## src/design/crc32_packet_validator_assert.svh

```systemverilog
// assertion macros for the packet validator, included by the result stage
`ifndef CRC32_PACKET_VALIDATOR_ASSERT_SVH
`define CRC32_PACKET_VALIDATOR_ASSERT_SVH

// immediate-cycle check under reset
`define CPV_ASSERT(lbl, cond, msg) \
    lbl: assert property (@(posedge clk) disable iff (!rst_n) (cond)) else $error(msg);

// next-cycle implication under reset
`define CPV_ASSERT_NEXT(lbl, pre, post, msg) \
    lbl: assert property (@(posedge clk) disable iff (!rst_n) (pre) |=> (post)) \
        else $error(msg);

`endif

```

## src/design/cpv_pkg.sv

```systemverilog
// shared types, constants and crc functions of the packet validator
`timescale 1ns / 1ps

package cpv_pkg;

    localparam logic        MODE_TABLE  = 1'b0;
    localparam logic        MODE_PACKET = 1'b1;
    localparam logic [31:0] CRC_POLY    = 32'h04C1_1DB7;
    localparam logic [31:0] CRC_INIT    = 32'hFFFF_FFFF;
    localparam logic [8:0]  COUNT_MAX   = 9'd511;
    localparam logic [8:0]  IDX_ID_HI   = 9'd0;
    localparam logic [8:0]  IDX_ID_LO   = 9'd1;
    localparam logic [8:0]  IDX_CMD     = 9'd2;
    localparam logic [8:0]  IDX_LEN     = 9'd3;

    typedef logic [8:0] tbl_entry_t;

    typedef struct packed {
        logic       en;
        logic [7:0] cmd;
        tbl_entry_t entry;
    } tbl_wr_t;

    typedef struct packed {
        logic [15:0] pkt_id;
        logic [7:0]  cmd;
        logic [7:0]  len;
        logic [31:0] option;
        logic [31:0] rx_crc;
        logic [31:0] crc;
        logic [1:0]  pad;
        logic        size_match;
    } pkt_req_t;

    function automatic logic [31:0] crc_byte(input logic [31:0] c_in, input logic [7:0] b);
        logic [31:0] c;
        c = c_in ^ {b, 24'd0};
        for (int k = 0; k < 8; k++)
        begin
            c = c[31] ? ((c << 1) ^ CRC_POLY) : (c << 1);
        end
        return c;
    endfunction

    function automatic logic [31:0] crc_pad(input logic [31:0] c, input logic [1:0] pad);
        logic [31:0] z1;
        logic [31:0] z2;
        logic [31:0] z3;
        logic [31:0] r;
        z1 = crc_byte(c, 8'd0);
        z2 = crc_byte(z1, 8'd0);
        z3 = crc_byte(z2, 8'd0);
        case (pad)
            2'd0:    r = c;
            2'd1:    r = z1;
            2'd2:    r = z2;
            default: r = z3;
        endcase
        return r;
    endfunction

endpackage

```

## src/design/cpv_cmd_table.sv

```systemverilog
// command table memory with per-entry valid bits and registered lookup
`timescale 1ns / 1ps

module cpv_cmd_table #(
    parameter int TABLE_DEPTH = 256
) (
    input  logic                clk,
    input  logic                rst_n,
    input  cpv_pkg::tbl_wr_t    wr,
    input  logic                rd_en,
    input  logic [7:0]          rd_cmd,
    output cpv_pkg::tbl_entry_t rd_entry
);
    import cpv_pkg::*;

    localparam int          ADDR_W  = (TABLE_DEPTH > 1) ? $clog2(TABLE_DEPTH) : 1;
    localparam logic [8:0]  DEPTH_V = 9'(TABLE_DEPTH);

    tbl_entry_t             mem [TABLE_DEPTH];
    logic [TABLE_DEPTH-1:0] valid_reg;
    tbl_entry_t             rd_data_reg;
    logic                   rd_hit_reg;
    logic                   wr_in_range;
    logic                   rd_in_range;
    logic [ADDR_W-1:0]      wr_addr;
    logic [ADDR_W-1:0]      rd_addr;

    assign wr_in_range = {1'b0, wr.cmd} < DEPTH_V;
    assign rd_in_range = {1'b0, rd_cmd} < DEPTH_V;
    assign wr_addr     = wr.cmd[ADDR_W-1:0];
    assign rd_addr     = rd_cmd[ADDR_W-1:0];

    always_ff @(posedge clk)
    begin
        if (wr.en && wr_in_range)
        begin
            mem[wr_addr] <= wr.entry;
        end
        if (rd_en)
        begin
            rd_data_reg <= mem[rd_addr];
        end
    end

    always_ff @(posedge clk or negedge rst_n)
    begin
        if (!rst_n)
        begin
            valid_reg  <= '0;
            rd_hit_reg <= 1'b0;
        end
        else
        begin
            if (wr.en && wr_in_range)
            begin
                valid_reg[wr_addr] <= 1'b1;
            end
            if (rd_en)
            begin
                rd_hit_reg <= rd_in_range && valid_reg[rd_addr];
            end
        end
    end

    // entries never written read as unknown with length zero
    assign rd_entry = rd_hit_reg ? rd_data_reg : '0;

endmodule

```

## src/design/cpv_parser.sv

```systemverilog
// per-byte packet parsing, running crc and table write decode
`timescale 1ns / 1ps

module cpv_parser (
    input  logic              clk,
    input  logic              rst_n,
    input  logic              accept,
    input  logic              mode,
    input  logic [7:0]        data_byte,
    input  logic              last_byte,
    input  logic [7:0]        table_cmd,
    input  logic [7:0]        table_len,
    input  logic              table_known,
    output cpv_pkg::tbl_wr_t  wr,
    output logic              req_valid,
    output cpv_pkg::pkt_req_t req
);
    import cpv_pkg::*;

    logic [31:0] crc_acc_reg,    crc_acc_next;
    logic [8:0]  byte_count_reg, byte_count_next;
    logic [15:0] id_reg,         id_next;
    logic [7:0]  cmd_reg,        cmd_next;
    logic [7:0]  len_reg,        len_next;
    logic [31:0] option_reg,     option_next;
    logic [31:0] rx_crc_reg,     rx_crc_next;
    logic [9:0]  lim;
    logic [9:0]  cov;
    logic        pkt_step;

    assign pkt_step = accept && (mode == MODE_PACKET);

    assign wr.en    = accept && (mode == MODE_TABLE);
    assign wr.cmd   = table_cmd;
    assign wr.entry = {table_known, table_len};

    always_comb
    begin
        id_next     = id_reg;
        cmd_next    = cmd_reg;
        len_next    = len_reg;
        option_next = option_reg;
        rx_crc_next = rx_crc_reg;
        crc_acc_next = crc_acc_reg;
        case (byte_count_reg)
            IDX_ID_HI: id_next[15:8] = data_byte;
            IDX_ID_LO: id_next[7:0]  = data_byte;
            IDX_CMD:   cmd_next      = data_byte;
            IDX_LEN:   len_next      = data_byte;
            default:   ;
        endcase
        lim = 10'd4 + {2'd0, len_next};
        if ({1'b0, byte_count_reg} < lim)
        begin
            crc_acc_next = crc_byte(crc_acc_reg, data_byte);
            if (byte_count_reg inside {[9'd4:9'd7]})
            begin
                option_next[{byte_count_reg[1:0], 3'd0} +: 8] = data_byte;
            end
        end
        else if ({1'b0, byte_count_reg} < lim + 10'd4)
        begin
            rx_crc_next = {rx_crc_reg[23:0], data_byte};
        end
        byte_count_next = (byte_count_reg == COUNT_MAX) ? byte_count_reg
                                                        : byte_count_reg + 9'd1;
        cov = ({1'b0, byte_count_next} < lim) ? {1'b0, byte_count_next} : lim;
    end

    assign req_valid      = pkt_step && last_byte;
    assign req.pkt_id     = id_next;
    assign req.cmd        = cmd_next;
    assign req.len        = len_next;
    assign req.option     = option_next;
    assign req.rx_crc     = rx_crc_next;
    assign req.crc        = crc_acc_next;
    assign req.pad        = 2'd0 - cov[1:0];
    assign req.size_match = {1'b0, byte_count_next} == (10'd8 + {2'd0, len_next});

    always_ff @(posedge clk or negedge rst_n)
    begin
        if (!rst_n)
        begin
            crc_acc_reg    <= CRC_INIT;
            byte_count_reg <= '0;
            id_reg         <= '0;
            cmd_reg        <= '0;
            len_reg        <= '0;
            option_reg     <= '0;
            rx_crc_reg     <= '0;
        end
        else if (pkt_step)
        begin
            if (last_byte)
            begin
                crc_acc_reg    <= CRC_INIT;
                byte_count_reg <= '0;
                id_reg         <= '0;
                cmd_reg        <= '0;
                len_reg        <= '0;
                option_reg     <= '0;
                rx_crc_reg     <= '0;
            end
            else
            begin
                crc_acc_reg    <= crc_acc_next;
                byte_count_reg <= byte_count_next;
                id_reg         <= id_next;
                cmd_reg        <= cmd_next;
                len_reg        <= len_next;
                option_reg     <= option_next;
                rx_crc_reg     <= rx_crc_next;
            end
        end
    end

endmodule

```

## src/design/cpv_result.sv

```systemverilog
// crc padding, length and command checks, and the output register
`timescale 1ns / 1ps

module cpv_result (
    input  logic                clk,
    input  logic                rst_n,
    input  logic                req_valid,
    input  cpv_pkg::pkt_req_t   req,
    input  cpv_pkg::tbl_entry_t entry,
    output logic                stage_free,
    output logic                out_valid,
    input  logic                out_ready,
    output logic [15:0]         pkt_id,
    output logic [7:0]          cmd_out,
    output logic [7:0]          len_out,
    output logic [31:0]         option_bits,
    output logic                cmd_known,
    output logic                len_ok,
    output logic                crc_ok,
    output logic [31:0]         computed_crc
);
    import cpv_pkg::*;

    `include "crc32_packet_validator_assert.svh"

    pkt_req_t    s1_reg;
    logic        s1_valid_reg;
    logic        out_valid_reg;
    logic        out_load;
    logic [31:0] crc_final;
    logic        known;
    logic        lok;

    assign out_load   = s1_valid_reg && (!out_valid_reg || out_ready);
    assign stage_free = !s1_valid_reg || out_load;

    assign crc_final = crc_pad(s1_reg.crc, s1_reg.pad);
    assign known     = entry[8];
    assign lok       = (s1_reg.len == 8'd0) || (s1_reg.size_match && entry[7:0] == s1_reg.len);

    always_ff @(posedge clk)
    begin
        if (req_valid)
        begin
            s1_reg <= req;
        end
        if (out_load)
        begin
            pkt_id       <= s1_reg.pkt_id;
            cmd_out      <= known ? s1_reg.cmd : 8'd0;
            len_out      <= lok ? s1_reg.len : 8'd0;
            option_bits  <= (lok && s1_reg.len != 8'd0) ? s1_reg.option : 32'd0;
            cmd_known    <= known;
            len_ok       <= lok;
            crc_ok       <= s1_reg.rx_crc == crc_final;
            computed_crc <= crc_final;
        end
    end

    always_ff @(posedge clk or negedge rst_n)
    begin
        if (!rst_n)
        begin
            s1_valid_reg  <= 1'b0;
            out_valid_reg <= 1'b0;
        end
        else
        begin
            if (req_valid)
            begin
                s1_valid_reg <= 1'b1;
            end
            else if (out_load)
            begin
                s1_valid_reg <= 1'b0;
            end
            if (out_load)
            begin
                out_valid_reg <= 1'b1;
            end
            else if (out_ready)
            begin
                out_valid_reg <= 1'b0;
            end
        end
    end

    assign out_valid = out_valid_reg;

    `CPV_ASSERT_NEXT(a_stage_held, s1_valid_reg && !out_load, s1_valid_reg && $stable(s1_reg), "pending request lost in check stage")
    `CPV_ASSERT_NEXT(a_stage_moves, out_load, out_valid_reg, "check stage moved without output")
    `CPV_ASSERT(a_len_gate, !(out_valid_reg && !len_ok) || (len_out == 8'd0 && option_bits == 32'd0), "length fields not cleared on failed length")
    `CPV_ASSERT(a_cmd_gate, !(out_valid_reg && !cmd_known) || cmd_out == 8'd0, "command not cleared when unknown")

endmodule

```

## src/design/crc32_packet_validator.sv

```systemverilog
// top level of the crc-32 packet validator
// a request registers in the check stage, then in the output stage (out_valid)
// throughput: one request per cycle while in_ready is high; bytewise crc update
// table lookup uses a registered memory read issued with the last byte
// reset clears packet state and the table valid bits at once; no clearing pass
`timescale 1ns / 1ps

module crc32_packet_validator #(
    parameter int TABLE_DEPTH = 256
) (
    input  logic        clk,
    input  logic        rst_n,
    input  logic        in_valid,
    output logic        in_ready,
    input  logic        mode,
    input  logic [7:0]  data_byte,
    input  logic        last_byte,
    input  logic [7:0]  table_cmd,
    input  logic [7:0]  table_len,
    input  logic        table_known,
    output logic        out_valid,
    input  logic        out_ready,
    output logic [15:0] pkt_id,
    output logic [7:0]  cmd_out,
    output logic [7:0]  len_out,
    output logic [31:0] option_bits,
    output logic        cmd_known,
    output logic        len_ok,
    output logic        crc_ok,
    output logic [31:0] computed_crc
);
    import cpv_pkg::*;

    tbl_wr_t    wr;
    pkt_req_t   req;
    logic       req_valid;
    tbl_entry_t entry;
    logic       stage_free;
    logic       accept;

    assign in_ready = stage_free;
    assign accept   = in_valid && in_ready;

    cpv_parser u_parser (
        .clk         (clk),
        .rst_n       (rst_n),
        .accept      (accept),
        .mode        (mode),
        .data_byte   (data_byte),
        .last_byte   (last_byte),
        .table_cmd   (table_cmd),
        .table_len   (table_len),
        .table_known (table_known),
        .wr          (wr),
        .req_valid   (req_valid),
        .req         (req)
    );

    cpv_cmd_table #(
        .TABLE_DEPTH (TABLE_DEPTH)
    ) u_table (
        .clk      (clk),
        .rst_n    (rst_n),
        .wr       (wr),
        .rd_en    (req_valid),
        .rd_cmd   (req.cmd),
        .rd_entry (entry)
    );

    cpv_result u_result (
        .clk          (clk),
        .rst_n        (rst_n),
        .req_valid    (req_valid),
        .req          (req),
        .entry        (entry),
        .stage_free   (stage_free),
        .out_valid    (out_valid),
        .out_ready    (out_ready),
        .pkt_id       (pkt_id),
        .cmd_out      (cmd_out),
        .len_out      (len_out),
        .option_bits  (option_bits),
        .cmd_known    (cmd_known),
        .len_ok       (len_ok),
        .crc_ok       (crc_ok),
        .computed_crc (computed_crc)
    );

endmodule
```

## config.mk

```make
export PLATFORM = sky130hd
export DESIGN_NAME = crc32_packet_validator
export DESIGN_NICKNAME = d
export VERILOG_FILES = /design/src/design/cpv_pkg.sv /design/src/design/cpv_cmd_table.sv /design/src/design/cpv_parser.sv /design/src/design/cpv_result.sv /design/src/design/crc32_packet_validator.sv
export VERILOG_INCLUDE_DIRS = /design/src /design/src/design
export SDC_FILE = /design/constraint.sdc
export NUM_CORES = 2
export LEC_CHECK = 0
export BUFFER_PORTS_ARGS = -buffer_cell sky130_fd_sc_hd__buf_4
export CORE_AREA = 10 10 416 620
export DETAILED_ROUTE_END_ITERATION = 6
export DIE_AREA = 0 0 426 630
export PLACE_DENSITY_LB_ADDON = 0.08
export SLEW_MARGIN = 20
export SYNTH_ARGS = -nofsm -noshare
export SYNTH_HDL_FRONTEND = slang
export SYNTH_SLANG_ARGS = --single-unit
```

## constraint.sdc

```tcl
create_clock -name clk -period 6.1 [get_ports clk]
set_clock_uncertainty 0.15 [all_clocks]
set_input_delay 0.61 -clock clk [delete_from_list [all_inputs] [get_ports clk]]
set_output_delay 0.61 -clock clk [all_outputs]
set_load 0.005 [all_outputs]
```

==> reports/metrics.cfg <==
[status]
status=finished, final reports clean

[floorplan]
die_h_um=630
rows=223
core_um2=246000
die_area_um2=268000
start_util_pct=49.9
io_pins=132
fp.dieW_um=426

[layout]
largest_reg_flops=2304
final_cell_area_um2=138000
syn2layout_area_growth_pct=12.4
fin_nets=9698
fin_util_pct=56.1
fillers=20100
drive_gt1_share_pct=14.0

[logic_synthesis]
synth_xor_area_share_pct=2.83
yosysUniqueCellTypes=77
yosysMostFrequentCell=edfxtp_1
synth_top_family_by_area=simple AND/OR/NAND/NOR gates
netlist_area_um2=123000
synth_top_cell_area_share_pct=62.2
synth_ff_type=edfxtp_1
synthSimpleGateAreaFrac_pct=15.0
syn_inst=9504
synth-seq-cells=2939
synth-edff-count=2543
synthAdderAreaFrac_pct=0.275
postSynthNetCount=9562
netlist_top_cells_area=edfxtp_1 (62%), dfrtp_1 (7.4%), nand2_1 (7.1%)
synth_area_per_cell_um2=12.9
synth_top_area_cell=edfxtp_1
yosys_warnings=0
synth_commonest_cells=edfxtp_1 (2543), nand2_1 (2325), nand3_1 (923)
yosysSeqAreaShare_pct=70.3
async_flop_share_pct=13.5
synthMuxAreaShare_pct=3.15
synth_compound_area_share_pct=6.19

[critical_path]
crit_top_cell=a311oi_1
critPathLaunchType=register
critPathMaxStageDelay_ns=0.92
crit_path_end_kind=register
ff2ff_setup_slack_ns=0.13
critical_path.top_delay_family=compound AO/OA/AOI/OAI gates
path_buf_inv=5
crit_required_ns=6.56
reg2reg_from=u_parser.byte_count_reg[0]
arrival_ns=6.43
reg2reg_to=u_table.rd_data_reg[3]
r2r_cells=16
path_class=register to register
cpMaxStageDelayCell=o31ai_1
path_max_fanout=34
cp_cell_sequence=inv_1 > ha_1 > and4_2 > buf_4 > a21oi_4 > inv_8 > buf_12 > buf_4 > nand2_1 > and3_1 > a311oi_1 > a311oi_1 > a311oi_1 > o31ai_1 > o22ai_1 > or2_2

[power]
powerDensity_nw_per_um2=442
cellLeakagePower_uw=0.0498
vdd_drop_max_mv=0.811

[timing]
min_period_ns=5.97
setup_viol=0
hold_viol_final=0
setup_tns_ns=0
hold_ws_ns=0.102
fin_crit_sh_pct=97.9
grt_setup_unrepaired=no
slew_headroom_pct=17.7
worstMarginPinSlew_ns=1.23
final_max_slew_viol_count=0
fmax_mhz=167

[worst_hold_path]
hold_start=table_known
holdPathStages=1
worstHoldEndpoint=u_table.mem[108][8]
hold_class=primary input to register

[detailed_routing]
num_vias=78800
viasPerCell=6.00
wl_mm=371
wl_per_cell_um=28.3
routed-wl-met3_mm=22.3
met1Wirelength_mm=141
top_layer_used=met5
drc_errors=0
dr_wl_met2_mm=188
drtPass1Iterations=6
first_iter_violations=8393
detail-route-antenna-nets=0

[cts]
htree_levels=5
clk_path_buf_depth=4
clkTransAtPathRegs_ns=0.06
cts_tree=yes
worstSkewPairLatency_ns=0.86
cts_sinks=2939
cts-buffers-inserted=285
cts-root-buf=clkbuf_16

[global_route]
grt_max_degree=176
grt_pass1_wl_mm=542
grt_pass1_vias=77700
antenna_found_initial=4
grt-ovfl-total=0
grt_use_total_pct=27.0

[place]
placed_area_um2=129000
place_congestion=0.942
dpl.hpwl_mm=230
io_buffer_count=131

[run]
drv_cap=0

## layout make-up
cell class	count	area, um2	area share [%]
diodes	2	5.00	0.00363
clock inverters	118	903	0.655
flip-flops and latches	2939	86300	62.5
multi-input cells	5846	34000	24.7
repair buffers	481	4340	3.15
clock buffers	394	7970	5.78
well taps	3262	4080	2.96
inverters	87	357	0.258
## cell usage in the layout, fill, tap and decap left out, types with 86 or more instances in the layout
master and n:
a22o_1 86, xnor2_1 205, nand3_1 916, a211oi_1 127
mux2i_1 164, nor2_1 334, dfrtp_1 364, clkbuf_16 295
a311oi_1 325, and3_1 203, or2_2 266, nand2_1 2316
edfxtp_1 2543, buf_4 416, o21ai_0 102
## repair_timing
item / 4_1_cts / 5_1_grt
buffers inserted: 0 / 0
hold buffers: 3 / 0
endpoints found under the hold margin: 53 / 0
setup endpoints to repair: 0 / 2
resized for setup: 0 / 2
## cell families after synthesis
| group | count (synthesis) |
|---|---|
| muxes | 291 |
| buffers and inverters | 719 |
| adders and majority gates | 27 |
| xor gates and xnor gates | 332 |
| DFF | 2939 |
| and+or+nand+nor | 4200 |
| AOI/OAI and AO/OA | 996 |
## per-layer routing
layer  vias up  track usage [%]
met3       734             3.54
met5         -                0
li1      35000                -
met2      2918             46.6
met4         2             12.7
met1     40100             33.7
## how the worst max path moves through the flow
stage,start,endpoint,depth (start not counted)
after floorplan,u_parser.byte_count_reg[1],u_parser.option_reg[16],16
after global placement,u_parser.byte_count_reg[0],u_table.rd_data_reg[6],14
after detailed placement,u_parser.byte_count_reg[0],u_table.rd_data_reg[6],14
after CTS,u_parser.byte_count_reg[0],u_table.rd_data_reg[6],14
after global routing,u_parser.byte_count_reg[0],u_table.rd_data_reg[4],16
final,u_parser.byte_count_reg[0],u_table.rd_data_reg[3],16
## per-stage QoR
step	setup WS, ns	total power, uW	cells
finish	0.126	61000	13100
global route	0.00503	63100	13100
CTS	0.0836	61100	13100
detailed placement	0.102	44000	12600
global placement	0.149	44000	12600
floorplan	1.26	36000	9504
## power by group
group | switching [uW] | internal (uW) | total [uW] | leakage (uW)
Clock | 7590 | 9640 | 17200 | 0.00436
Sequential | 339 | 22700 | 23000 | 0.0283
Combinational | 13100 | 7680 | 20800 | 0.0171
Total | 21000 | 40000 | 61000 | 0.0498
Note: power is estimated with default switching activity, not from simulation.
